==> config.mk <==
export PLATFORM = sky130hd
export DESIGN_NAME = sparc_relocation_field_patch
export DESIGN_NICKNAME = d
export VERILOG_FILES = /design/src/hdl/srfp_pkg.sv /design/src/hdl/sparc_relocation_field_patch.sv /design/src/hdl/srfp_front.sv /design/src/hdl/srfp_queue.sv /design/src/hdl/srfp_back.sv
export SDC_FILE = /design/constraint.sdc
export NUM_CORES = 1
export LEC_CHECK = 0
export CAP_MARGIN = 20
export CORE_UTILIZATION = 40
export DETAILED_ROUTE_END_ITERATION = 10
export DONT_BUFFER_PORTS = 1
export PLACE_DENSITY_LB_ADDON = 0.05
export RECOVER_POWER = 100
export SLEW_MARGIN = 25
export SYNTH_ARGS = -nofsm -noshare
export SYNTH_HDL_FRONTEND = slang
export SYNTH_SLANG_ARGS = --single-unit
==> constraint.sdc <==
create_clock -name clk -period 11.5 [get_ports clk]
set_clock_uncertainty 0.1 [all_clocks]
set_input_delay 0 -clock clk [delete_from_list [all_inputs] [get_ports clk]]
set_output_delay 0 -clock clk [all_outputs]
set_load 0.01 [all_outputs]
==> src/hdl/srfp_pkg.sv <==
// srfp_pkg: types, constants and the relocation descriptor table shared by the
// SPARC relocation field patch modules. Depends on nothing.
package srfp_pkg;

	localparam int WordBits = 32;
	localparam int NumTypes = 46;

	typedef logic [WordBits-1:0] word_t;

	// status codes
	localparam logic [2:0] ST_OK      = 3'd0;
	localparam logic [2:0] ST_UNIMPL  = 3'd1;
	localparam logic [2:0] ST_ALIGN   = 3'd2;
	localparam logic [2:0] ST_LOOSE   = 3'd3;
	localparam logic [2:0] ST_NOFIT   = 3'd4;

	// descriptor flags
	localparam logic [4:0] F_SIGN = 5'b00001;
	localparam logic [4:0] F_VER  = 5'b00010;
	localparam logic [4:0] F_UNAL = 5'b00100;
	localparam logic [4:0] F_WD16 = 5'b01000;
	localparam logic [4:0] F_LO10 = 5'b10000;

	// unit sizes in bytes
	localparam logic [2:0] UNIT_NONE = 3'd0;
	localparam logic [2:0] UNIT_BYTE = 3'd1;
	localparam logic [2:0] UNIT_HALF = 3'd2;
	localparam logic [2:0] UNIT_WORD = 3'd4;

	// WDISP16 split field layout
	localparam word_t Wd16HiMask   = 32'h0030_0000;
	localparam word_t Wd16LoMask   = 32'h0000_3fff;
	localparam word_t Wd16KeepMask = ~32'h0030_3fff;
	localparam word_t Wd16TopMask  = 32'h0000_c000;
	localparam word_t Lo10Mask     = 32'h0000_03ff;
	localparam word_t LowTwoMask   = 32'h0000_0003;

	typedef struct packed {
		logic [5:0]  reloc_type;
		logic [31:0] place_word;
		logic [1:0]  place_addr_low;
		logic [31:0] add_value;
	} in_t;

	typedef struct packed {
		logic [31:0] patched_word;
		logic [31:0] shifted_value;
		logic [2:0]  status;
	} out_t;

	typedef struct packed {
		logic [2:0] bytes;
		logic [4:0] flags;
		logic [3:0] shift;
		logic [4:0] width;
	} desc_t;

	// classified item handed from front to back
	typedef struct packed {
		logic [2:0] status;   // ST_OK, ST_UNIMPL or ST_ALIGN
		desc_t      desc;
		word_t      unit;     // place word masked to the unit
		word_t      keep;     // unit bits outside the field
		word_t      field_sh; // extracted, extended, shifted field
		word_t      add_value;
	} work_t;

	function automatic desc_t mk(input logic [2:0] b, input logic [4:0] f,
			input logic [3:0] s, input logic [4:0] w);
		desc_t d;
		d.bytes = b;
		d.flags = f;
		d.shift = s;
		d.width = w;
		return d;
	endfunction

	function automatic desc_t lookup(input logic [5:0] t);
		desc_t d;
		unique case (t)
			6'd1:  d = mk(UNIT_BYTE, F_VER, 4'd0, 5'd0);
			6'd2:  d = mk(UNIT_HALF, F_VER, 4'd0, 5'd0);
			6'd3:  d = mk(UNIT_WORD, F_VER, 4'd0, 5'd0);
			6'd4:  d = mk(UNIT_BYTE, F_VER | F_SIGN, 4'd0, 5'd0);
			6'd5:  d = mk(UNIT_HALF, F_VER | F_SIGN, 4'd0, 5'd0);
			6'd6:  d = mk(UNIT_WORD, F_VER | F_SIGN, 4'd0, 5'd0);
			6'd7:  d = mk(UNIT_WORD, F_VER | F_SIGN, 4'd2, 5'd30);
			6'd8:  d = mk(UNIT_WORD, F_VER | F_SIGN, 4'd2, 5'd22);
			6'd9:  d = mk(UNIT_WORD, 5'd0, 4'd10, 5'd22);
			6'd10: d = mk(UNIT_WORD, F_VER, 4'd0, 5'd22);
			6'd11: d = mk(UNIT_WORD, F_VER | F_SIGN, 4'd0, 5'd13);
			6'd12: d = mk(UNIT_WORD, F_SIGN | F_LO10, 4'd0, 5'd13);
			6'd13: d = mk(UNIT_WORD, F_SIGN | F_LO10, 4'd0, 5'd13);
			6'd14: d = mk(UNIT_WORD, F_VER | F_SIGN, 4'd0, 5'd13);
			6'd15: d = mk(UNIT_WORD, 5'd0, 4'd10, 5'd22);
			6'd16: d = mk(UNIT_WORD, F_SIGN | F_LO10, 4'd0, 5'd13);
			6'd17: d = mk(UNIT_WORD, F_VER | F_SIGN, 4'd10, 5'd22);
			6'd18: d = mk(UNIT_WORD, F_VER | F_SIGN, 4'd2, 5'd30);
			6'd20: d = mk(UNIT_WORD, 5'd0, 4'd0, 5'd0);
			6'd22: d = mk(UNIT_WORD, 5'd0, 4'd0, 5'd0);
			6'd23: d = mk(UNIT_WORD, F_UNAL, 4'd0, 5'd0);
			6'd24: d = mk(UNIT_WORD, F_VER, 4'd0, 5'd0);
			6'd25: d = mk(UNIT_WORD, 5'd0, 4'd10, 5'd22);
			6'd26: d = mk(UNIT_WORD, F_LO10, 4'd0, 5'd13);
			6'd27: d = mk(UNIT_WORD, F_VER, 4'd0, 5'd0);
			6'd28: d = mk(UNIT_WORD, F_VER, 4'd10, 5'd22);
			6'd29: d = mk(UNIT_WORD, F_VER | F_LO10, 4'd0, 5'd12);
			6'd30: d = mk(UNIT_WORD, F_VER | F_SIGN, 4'd0, 5'd10);
			6'd31: d = mk(UNIT_WORD, F_VER | F_SIGN, 4'd0, 5'd11);
			6'd40: d = mk(UNIT_WORD, F_VER | F_SIGN | F_WD16, 4'd2, 5'd16);
			6'd41: d = mk(UNIT_WORD, F_VER | F_SIGN, 4'd2, 5'd19);
			6'd43: d = mk(UNIT_WORD, 5'd0, 4'd0, 5'd7);
			6'd44: d = mk(UNIT_WORD, 5'd0, 4'd0, 5'd5);
			6'd45: d = mk(UNIT_WORD, 5'd0, 4'd0, 5'd6);
			default: d = mk(UNIT_NONE, 5'd0, 4'd0, 5'd0);
		endcase
		return d;
	endfunction

	function automatic word_t field_mask(input logic [4:0] w);
		word_t m;
		m = (w == 5'd0) ? '0 : ((word_t'(1) << w) - word_t'(1));
		return m;
	endfunction

	function automatic word_t unit_mask(input logic [2:0] b);
		word_t m;
		if (b == UNIT_BYTE) begin
			m = 32'h0000_00ff;
		end else if (b == UNIT_HALF) begin
			m = 32'h0000_ffff;
		end else begin
			m = '1;
		end
		return m;
	endfunction

endpackage

==> src/hdl/sparc_relocation_field_patch.sv <==
// sparc_relocation_field_patch: top level of the SPARC ELF relocation field patcher.
// Depends on srfp_pkg, srfp_front, srfp_queue and srfp_back.
//
// One relocation per item: the type selects a descriptor from a fixed 46-entry table
// (unit size, shift, field width, signed/verify/unaligned/WDISP16/LO10 flags). The
// block pulls the field out of place_word, sign-extends and shifts it, adds add_value,
// checks low bits and fit, and merges the field back. Each item gives exactly one
// result: patched_word, shifted_value and status (0 ok, 1 unimplemented type,
// 2 misaligned place, 3 loose low bits, 4 value does not fit). On any error the
// unit comes back unchanged and shifted_value is add_value as given. Types 46..63
// report status 1. Throughput is one item per clock when the output side is not
// stalled; an accepted item passes the queue, then the output register. The front
// part (lookup, classification, extraction) writes straight into a QUEUE_DEPTH-entry
// queue; the back part (add, checks, merge) drains it into the output register, so
// a stalled consumer holds off the input only once the queue fills.
module sparc_relocation_field_patch #(
	parameter int QUEUE_DEPTH = 2
) (
	input  logic           clk,
	input  logic           arst_n,
	input  logic           in_valid,
	output logic           in_ready,
	input  srfp_pkg::in_t  in_item,
	output logic           out_valid,
	input  logic           out_ready,
	output srfp_pkg::out_t out_item
);

	srfp_pkg::work_t front_work;
	srfp_pkg::work_t q_head;
	logic            q_full;
	logic            q_not_empty;
	logic            back_take;
	logic            in_take;

	// input side only waits on queue space, never on the output
	assign in_ready = !q_full;
	assign in_take  = in_valid && in_ready;

	srfp_front u_front (
		.item (in_item),
		.work (front_work)
	);

	srfp_queue #(
		.Depth (QUEUE_DEPTH)
	) u_queue (
		.clk       (clk),
		.arst_n    (arst_n),
		.push      (in_take),
		.push_data (front_work),
		.full      (q_full),
		.pop       (back_take),
		.not_empty (q_not_empty),
		.pop_data  (q_head)
	);

	srfp_back u_back (
		.clk        (clk),
		.arst_n     (arst_n),
		.work_valid (q_not_empty),
		.work       (q_head),
		.work_take  (back_take),
		.out_valid  (out_valid),
		.out_ready  (out_ready),
		.out_item   (out_item)
	);

endmodule

==> src/hdl/srfp_front.sv <==
// srfp_front: table lookup, place check, field extraction and pre-shift.
// Depends on srfp_pkg.
module srfp_front (
	input  srfp_pkg::in_t   item,
	output srfp_pkg::work_t work
);

	srfp_pkg::desc_t d;
	srfp_pkg::word_t unit, smask, fmask, fld;

	always_comb begin
		d     = srfp_pkg::lookup(item.reloc_type);
		unit  = item.place_word & srfp_pkg::unit_mask(d.bytes);
		smask = srfp_pkg::field_mask(d.width);
		fmask = smask;
		if (((d.flags & srfp_pkg::F_SIGN) != '0) && (smask != '0)) begin
			fmask = srfp_pkg::field_mask(d.width - 5'd1);
		end

		work.status = srfp_pkg::ST_OK;
		if (d.bytes == srfp_pkg::UNIT_NONE) begin
			work.status = srfp_pkg::ST_UNIMPL;
		end else if (((d.flags & srfp_pkg::F_UNAL) == '0) &&
				(((d.bytes == srfp_pkg::UNIT_HALF) && item.place_addr_low[0]) ||
				((d.bytes == srfp_pkg::UNIT_WORD) && (item.place_addr_low != 2'd0)))) begin
			work.status = srfp_pkg::ST_ALIGN;
		end

		work.keep = unit;
		fld       = unit;
		if (smask != '0) begin
			if ((d.flags & srfp_pkg::F_WD16) != '0) begin
				fld = ((unit & srfp_pkg::Wd16HiMask) >> 6) | (unit & srfp_pkg::Wd16LoMask);
				work.keep = unit & srfp_pkg::Wd16KeepMask;
			end else begin
				fld = unit & smask;
				work.keep = unit & ~smask;
			end
			// sign bit of the field is the one bit in smask but not in fmask
			if (((d.flags & srfp_pkg::F_SIGN) != '0) && ((fld & smask & ~fmask) != '0)) begin
				fld = fld | ~smask;
			end
		end

		work.desc      = d;
		work.unit      = unit;
		work.field_sh  = fld << d.shift;
		work.add_value = item.add_value;
	end

endmodule

==> src/hdl/srfp_queue.sv <==
// srfp_queue: small register FIFO of classified items between front and back.
// Depends on srfp_pkg.
module srfp_queue #(
	parameter int Depth = 2
) (
	input  logic            clk,
	input  logic            arst_n,
	input  logic            push,
	input  srfp_pkg::work_t push_data,
	output logic            full,
	input  logic            pop,
	output logic            not_empty,
	output srfp_pkg::work_t pop_data
);

	localparam int PtrW = (Depth > 1) ? $clog2(Depth) : 1;
	localparam int CntW = $clog2(Depth + 1);

	srfp_pkg::work_t   mem_q [Depth];
	logic [PtrW-1:0]   wr_ptr_q, rd_ptr_q;
	logic [CntW-1:0]   count_q;

	assign full      = (count_q == CntW'(Depth));
	assign not_empty = (count_q != '0);
	assign pop_data  = mem_q[rd_ptr_q];

	function automatic logic [PtrW-1:0] next_ptr(input logic [PtrW-1:0] p);
		logic [PtrW-1:0] n;
		n = (p == PtrW'(Depth - 1)) ? '0 : p + PtrW'(1);
		return n;
	endfunction

	always_ff @(posedge clk) begin
		if (push) begin
			mem_q[wr_ptr_q] <= push_data;
		end
	end

	always_ff @(posedge clk or negedge arst_n) begin
		if (!arst_n) begin
			wr_ptr_q <= '0;
			rd_ptr_q <= '0;
			count_q  <= '0;
		end else begin
			if (push) begin
				wr_ptr_q <= next_ptr(wr_ptr_q);
			end
			if (pop) begin
				rd_ptr_q <= next_ptr(rd_ptr_q);
			end
			if (push && !pop) begin
				count_q <= count_q + CntW'(1);
			end else if (pop && !push) begin
				count_q <= count_q - CntW'(1);
			end
		end
	end

endmodule

==> src/hdl/srfp_back.sv <==
// srfp_back: add, loose-bit and fit checks, field merge, output register.
// Depends on srfp_pkg.
module srfp_back (
	input  logic            clk,
	input  logic            arst_n,
	input  logic            work_valid,
	input  srfp_pkg::work_t work,
	output logic            work_take,
	output logic            out_valid,
	input  logic            out_ready,
	output srfp_pkg::out_t  out_item
);

	srfp_pkg::out_t  res;
	srfp_pkg::out_t  out_q;
	logic            out_valid_q;
	srfp_pkg::word_t sum, u, core, smask, half, merged;
	logic            fits;

	always_comb begin
		smask = srfp_pkg::field_mask(work.desc.width);
		half  = (work.desc.width == 5'd0) ? '0 : (srfp_pkg::word_t'(1) << (work.desc.width - 5'd1));
		sum   = work.field_sh + work.add_value;
		u     = srfp_pkg::word_t'($signed(sum) >>> work.desc.shift);
		core  = work.add_value >> work.desc.shift;
		if ((work.desc.flags & srfp_pkg::F_LO10) != '0) begin
			u = u & srfp_pkg::Lo10Mask;
		end

		fits = 1'b1;
		if (((work.desc.flags & srfp_pkg::F_VER) != '0) && (smask != '0)) begin
			if ((work.desc.flags & srfp_pkg::F_SIGN) != '0) begin
				fits = ((u + half) <= smask);
			end else begin
				fits = ((u & smask) == u);
			end
		end

		merged = u;
		if (smask != '0) begin
			if ((work.desc.flags & srfp_pkg::F_WD16) != '0) begin
				merged = ((u & srfp_pkg::Wd16TopMask) << 6) | (u & srfp_pkg::Wd16LoMask);
			end else begin
				merged = u & smask;
			end
			merged = merged | work.keep;
		end

		// error results carry the unit unchanged and the amount unshifted
		res.patched_word  = work.unit;
		res.shifted_value = work.add_value;
		res.status        = work.status;
		if (work.status == srfp_pkg::ST_OK) begin
			if ((work.desc.shift == 4'd2) && ((sum & srfp_pkg::LowTwoMask) != '0)) begin
				res.status = srfp_pkg::ST_LOOSE;
			end else if (!fits) begin
				res.status = srfp_pkg::ST_NOFIT;
			end else begin
				res.patched_word  = merged & srfp_pkg::unit_mask(work.desc.bytes);
				res.shifted_value = core;
			end
		end
	end

	assign work_take = work_valid && (!out_valid_q || out_ready);
	assign out_valid = out_valid_q;
	assign out_item  = out_q;

	always_ff @(posedge clk) begin
		if (work_take) begin
			out_q <= res;
		end
	end

	always_ff @(posedge clk or negedge arst_n) begin
		if (!arst_n) begin
			out_valid_q <= 1'b0;
		end else if (work_take) begin
			out_valid_q <= 1'b1;
		end else if (out_ready) begin
			out_valid_q <= 1'b0;
		end
	end

endmodule

After elaboration in Yosys (flattened, before gate mapping)

Memory sizes are Yosys's and may differ from the RTL's.
Cells that the tools add are included.

ROM bits: 960
RAM bits: 296
Input bits: 76
Flip-flop bits (word level): 72
Memories kept: 2
Output and inout port bits: 69
Word-level logic and storage cells: 119

Memory list:

| name             | depth | bits a word | rd ports | clocked after Yosys merged registers in | wr ports | RTL line         | source |
|---|---|---|---|---|---|---|---|
| (name not given) | 64    | 15          | 1        | 0                                       | 0        | srfp_pkg.sv:80   | `unique case (t)` |
| u_queue.mem_q    | 2     | 148         | 1        | 0                                       | 1        | srfp_queue.sv:19 | `srfp_pkg::work_t mem_q [Depth];` |

Multiplexer cells: 39
Bitwise logic cells: 13
Shifts and indexed selects: 7
Eq/ne operators: 8
Reduce and logical (&&, ||, !) cells: 31
Magnitude comparators: 1
$add $sub $neg: 11

Operators by type and width:

| cell                    | number |
|---|---|
| $mux W32                | 22 |
| $and A32 B32 Y32        | 7 |
| $mux W64                | 2 |
| $reduce_bool A32 Y1     | 4 |
| $shl A1 B5 Y32 const A  | 4 |
| $sub A32 B1 Y32 const B | 3 |
| $mux W67                | 1 |
| $add A32 B32 Y32        | 2 |
| $not A32 Y32            | 2 |
| $or A32 B32 Y32         | 2 |
| $eq A32 B32 Y1          | 1 |
| $le A32 B32 Y1          | 1 |
| $shl A32 B4 Y32         | 1 |
| $shr A32 B4 Y32         | 1 |
| $sshr A32 B4 Y32        | 1 |
| $or A22 B14 Y22         | 1 |
| $logic_not A5 Y1        | 4 |
| $or A16 B14 Y16         | 1 |
| $logic_and A1 B1 Y1     | 11 |
| $sub A5 B1 Y5 const B   | 2 |
| $mux W3                 | 3 |
| $mux W1                 | 8 |
| $reduce_bool A2 Y1      | 4 |
| $eq A3 B1 Y1 const B    | 2 |
| other kinds (11)        | 20 |

Longest topological paths before layout

An unclocked memory read counts as a cell.

Depth in word-level cells: 15
Gate-level depth with buffers: 50
Gate-level depth less buffers: 40

By module

A second synthesis with hierarchy kept.

Cells, all modules: 2,810
Area total of the unflattened synthesis: 28,406.0 sq um

By module, submodules not included:

| module                       | cells each | area an instance (sq um) | seq. area each (sq um) | instances |
|---|---|---|---|---|
| srfp_back                    | 1,654      | 12,967.4                 | 2,037.0                | 1 |
| srfp_queue                   | 477        | 11,295.8                 | 8,988.6                | 1 |
| srfp_front                   | 677        | 4,132.7                  | 0.0                    | 1 |
| sparc_relocation_field_patch | 2          | 10.0                     | 0.0                    | 1 |

Worst setup path after synthesis

No wires, ideal clock.

Path type: register -> register
Start: register u_queue.rd_ptr_q
End: register u_back.out_q (netlist bit u_back.out_item[45]) (data pin)
Period minus slack after synthesis: 10,542 ps
Arrival time: 10,181 ps
Setup slack: 958 ps
Library setup time: 261 ps
Data required time: 11,139 ps
Buffers on the path: 10
Stages on the path, launching flop included: 45
Cell sequence: dfrtp_1 > buf_2 > buf_2 > buf_1 > buf_1 > buf_1 > clkbuf_1 > buf_1 > buf_1 > mux2_2 > ha_1 > inv_1 > fa_1 > nor2b_1 > o211ai_1 > a21o_1 > a211oi_1 > nor4_1 > (+9 left out) > or2_2 > o211ai_1 > nand3_1 > or4_1 > and3_1 > o31ai_1 > nand2b_1 > xor2_1 > ha_1 > nand4_1 > nor4_1 > o21ai_0 > o311ai_0 > a31oi_1 > nor2_2 > buf_2 > buf_2 > a21oi_1

RTL lines:

| element                | RTL line         | source |
|---|---|---|
| start, declared        | srfp_queue.sv:20 | `logic [PtrW-1:0] wr_ptr_q, rd_ptr_q;` |
| start signal, assigned | srfp_queue.sv:49 | `rd_ptr_q <= next_ptr(rd_ptr_q);` |
| end signal, assigned   | srfp_back.sv:71  | `out_q <= res;` |
| end, declared          | srfp_back.sv:15  | `srfp_pkg::out_t out_q;` |

==> flow_summary_export.csv <==
group,metric,value,unit
layout,final_cell_mix,"edfxtp_1, nor2_1, a21oi_1, nand2_1, o21ai_0",
clock_tree,cts_buffers,42,
clock_tree,tritoncts,"done",
worst_setup_path,cp-end-kind,"flip-flop",
run_status,status,"finished, violations left",
sta,hold_viol_final,0,
clock_tree,cts_buffer_depth,3,
floorplanning,die_h,253,µm
sta,rsz0062_at_grt,"false",
power_and_ir_drop,peakVddDrop,0.000181,V
sta,drv_slew,520,
layout,nets,2858,
worst_setup_path,crit_arrival,11.19,ns
logic_synthesis,yosysWarningCount,0,
clock_tree,h-tree-depth,2,
flow_run,drv_cap,12,
worst_setup_path,crit_family,"compound AO/OA/AOI/OAI gates",
global_route,grt_usage,31.0,%
logic_synthesis,seq_area_frac_synth,42.8,%
layout,final_core_util,46.2,%
logic_synthesis,synth_cell_type_count,108,
logic_synthesis,synthesis.area,25200,µm²
worst_setup_path,crit_slowest_cell,"a211oi_1",
routing,viasPerCell,6.35,
power_and_ir_drop,p_per_area,350,nW/µm²
logic_synthesis,synth-edff-count,355,
place,dp_hpwl,75400,µm
logic_synthesis,syn_avg_cell_area,9.65,µm²
place,gp_congestion,1.01,
place,port_buffers,0,
sta,setup_viol,0,
sta,fin_crit_sh,95.2,%
global_route,antenna_found_initial,5,
floorplanning,core,61900,µm²
layout,drive_gt1_share,8.61,%
logic_synthesis,synthCells,2608,
routing,drcViolationCount,0,
global_route,grt_max_degree,94,
global_route,grt_overflow,0,
sta,post-route-min-period,10.95,ns
logic_synthesis,async_reset_ff_share,1.39,%
worst_setup_path,start_kind,"flip-flop",
routing,drt_iter0_drc,2557,
sta,timing.fmax,91.3,MHz
sta,fin_hold_ws,0.0346,ns
routing,ant_nets,0,
logic_synthesis,ys_ff_latch,360,
routing,vias,22500,
power_and_ir_drop,p_leak,10.7,nW
floorplanning,die_w,253,µm
routing,routed_wl,101000,µm
clock_tree,clock_latency,0.61,ns
layout,area_growth,13.6,%
worst_setup_path,cp_max_fo,16,
floorplanning,die_area,63900,µm²
logic_synthesis,yosysTopAreaCell,"edfxtp_1",
worst_setup_path,cp_data_required_time,11.73,ns
logic_synthesis,synth_nets,2792,
worst_setup_path,slowest_delay,0.93,ns
clock_tree,root_buffer,"clkbuf_16",
floorplanning,start_util,40.6,%
sta,fin_tns_setup,0,ns
global_route,grt_pass1_wl,145000,µm
logic_synthesis,yosys-top-cells-area,"edfxtp_1, ha_1, mux2i_1, a21oi_1, o21ai_0",
routing,first_pass_iters,5,
layout,fillCellCount,5980,
sta,relSlewSlack,-175,%
run_status,failed_checks,"max-capacitance violations, max-slew violations",
worst_setup_path,critical_path_class,"reg2reg",
logic_synthesis,yosysTopAreaCellShare,42.3,%
clock_tree,clock_sinks,360,
floorplanning,io_pins,145,
layout,mostFrequentLayoutCell,"edfxtp_1",
worst_setup_path,critPathBufInv,6,
logic_synthesis,yosys_most_used_dff,"edfxtp_1",
sta,tightest_slew,4.13,ns
clock_tree,cts.clk_slew.worst_paths,0.06,ns
floorplanning,fp-row-count,91,
routing,wl_per_cell,28.5,µm
min_path,hold_class,"in2reg",
global_route,grt_pass1_vias,21100,
==> synthesized netlist by cell type (all sizes together) (9+ instances only) <==
cell type	instances
nand3	53
a32o	12
o21a	32
inv	82
o31ai	13
o211ai	37
and3	23
nor4	16
o21ai	200
a211o	14
edfxtp	355
a22oi	10
nor2b	28
mux2i	114
a21o	41
mux2	74
nor2	238
a2111oi	11
ha	106
a21boi	10
a211oi	41
xor2	21
nor3	69
and2	48
o22ai	25
o2bb2ai	9
nand2b	32
a31o	11
a32oi	12
o32ai	17
or2	15
nand2	202
buf	52
or3	15
clkbuf	96
a21oi	220
a221oi	18
a31oi	33
nand4	32
o311ai	9
xnor2	39
==> state kept, by name, indices dropped and copies added (netlist names) <==
register,flops
u_queue.wr_ptr_q,1
u_queue.count_q,2
u_queue.rd_ptr_q,1
u_back.out_valid,1
u_back.out_item,67
u_queue.mem_q,288
==> area by class of cell <==
| type | instances | area [µm²] | share of cell area [%] |
|---|---|---|---|
| multi-input combinational | 2014 | 13500 | 47.2 |
| sequential | 360 | 10800 | 37.7 |
| timing repair buffer | 170 | 1550 | 5.41 |
| clock buffer | 48 | 1070 | 3.76 |
| tap | 837 | 1050 | 3.66 |
| inverter | 86 | 325 | 1.14 |
| clock inverter | 28 | 309 | 1.08 |
| antenna | 4 | 10.0 | 0.0350 |
==> cells by family (layout without fill, tap and decap cells) <==
| family | after synthesis | count (layout) | synth area share (%) |
|---|---|---|---|
| flip-flops | 360 | 360 | 42.8 |
| XOR/XNOR | 60 | 60 | 2.09 |
| buffers and inverters | 234 | 332 | 3.76 |
| AND/OR/NAND/NOR | 808 | 808 | 15.6 |
| other | 1 | 5 | 0.0149 |
| AO/OA/AOI/OAI | 848 | 848 | 22.3 |
| adder cells (fa/ha/maj) | 108 | 108 | 5.43 |
| multiplexers | 189 | 189 | 7.93 |
==> routing by layer <==
layer | wire [µm] | track usage (%) | up-vias
met3 | 8630 | 6.33 | 160
met4 | 3160 | 9.00 | 2
li1 | - | - | 10100
met1 | 45700 | 45.0 | 11200
met5 | 10 | 0 | -
met2 | 43800 | 46.1 | 1062
==> path summary, 6_finish.rpt <==
check	from	end	slack, ns	cells after the start
min reg2reg	u_queue.wr_ptr_q$_DFFE_PN0P_	u_queue.wr_ptr_q$_DFFE_PN0P_	0.41	1
max	u_queue.rd_ptr_q$_DFFE_PN0P_	u_back.out_item[41]$_DFFE_PP_	0.55	41
max in group asynchronous	arst_n	u_queue.count_q[0]$_DFFE_PN0P_	10.66	2
min	in_item[68]	u_queue.mem_q[1][137]$_DFFE_PP_	0.03	3
max reg2reg	u_queue.rd_ptr_q$_DFFE_PN0P_	u_back.out_item[41]$_DFFE_PP_	0.55	41
min in group asynchronous	arst_n	u_queue.rd_ptr_q$_DFFE_PN0P_	0.28	2
==> timing repair <==
action / 4_1_cts / 5_1_grt
setup buffers: 0 / 2
setup endpoints to repair: 0 / 34
hold buffers: 111 / 0
hold endpoints to repair: 317 / 0
resized for setup: 0 / 0
==> worst reg2reg max path, delay by kind of cell, from the launching register on <==
family | cells | cell delay [ns]
fa+ha+maj | 3 | 1.16
buf+inv | 6 | 1.37
compound gates | 18 | 4.68
flops | 1 | 0.66
simple gates | 13 | 2.20
mux | 1 | 0.52
==> through the flow <==
step	power [mW]	worst slack [ns]	std cells	cell area, µm²
finish	10.0	0.549	3547	28600
global route	10.5	0.0798	3543	28600
CTS	9.83	0.474	3541	28600
detailed placement	8.41	0.554	3354	26100
global placement	8.45	0.654	3353	26100
floorplan	6.34	0.958	2608	25200
==> power breakdown <==
part	switching, mW	internal [mW]	leakage [nW]
Sequential	0.249	2.03	3.40
Clock	0.563	0.770	0.656
Combinational	4.26	2.12	6.61
(Power assumes the default switching activity.)
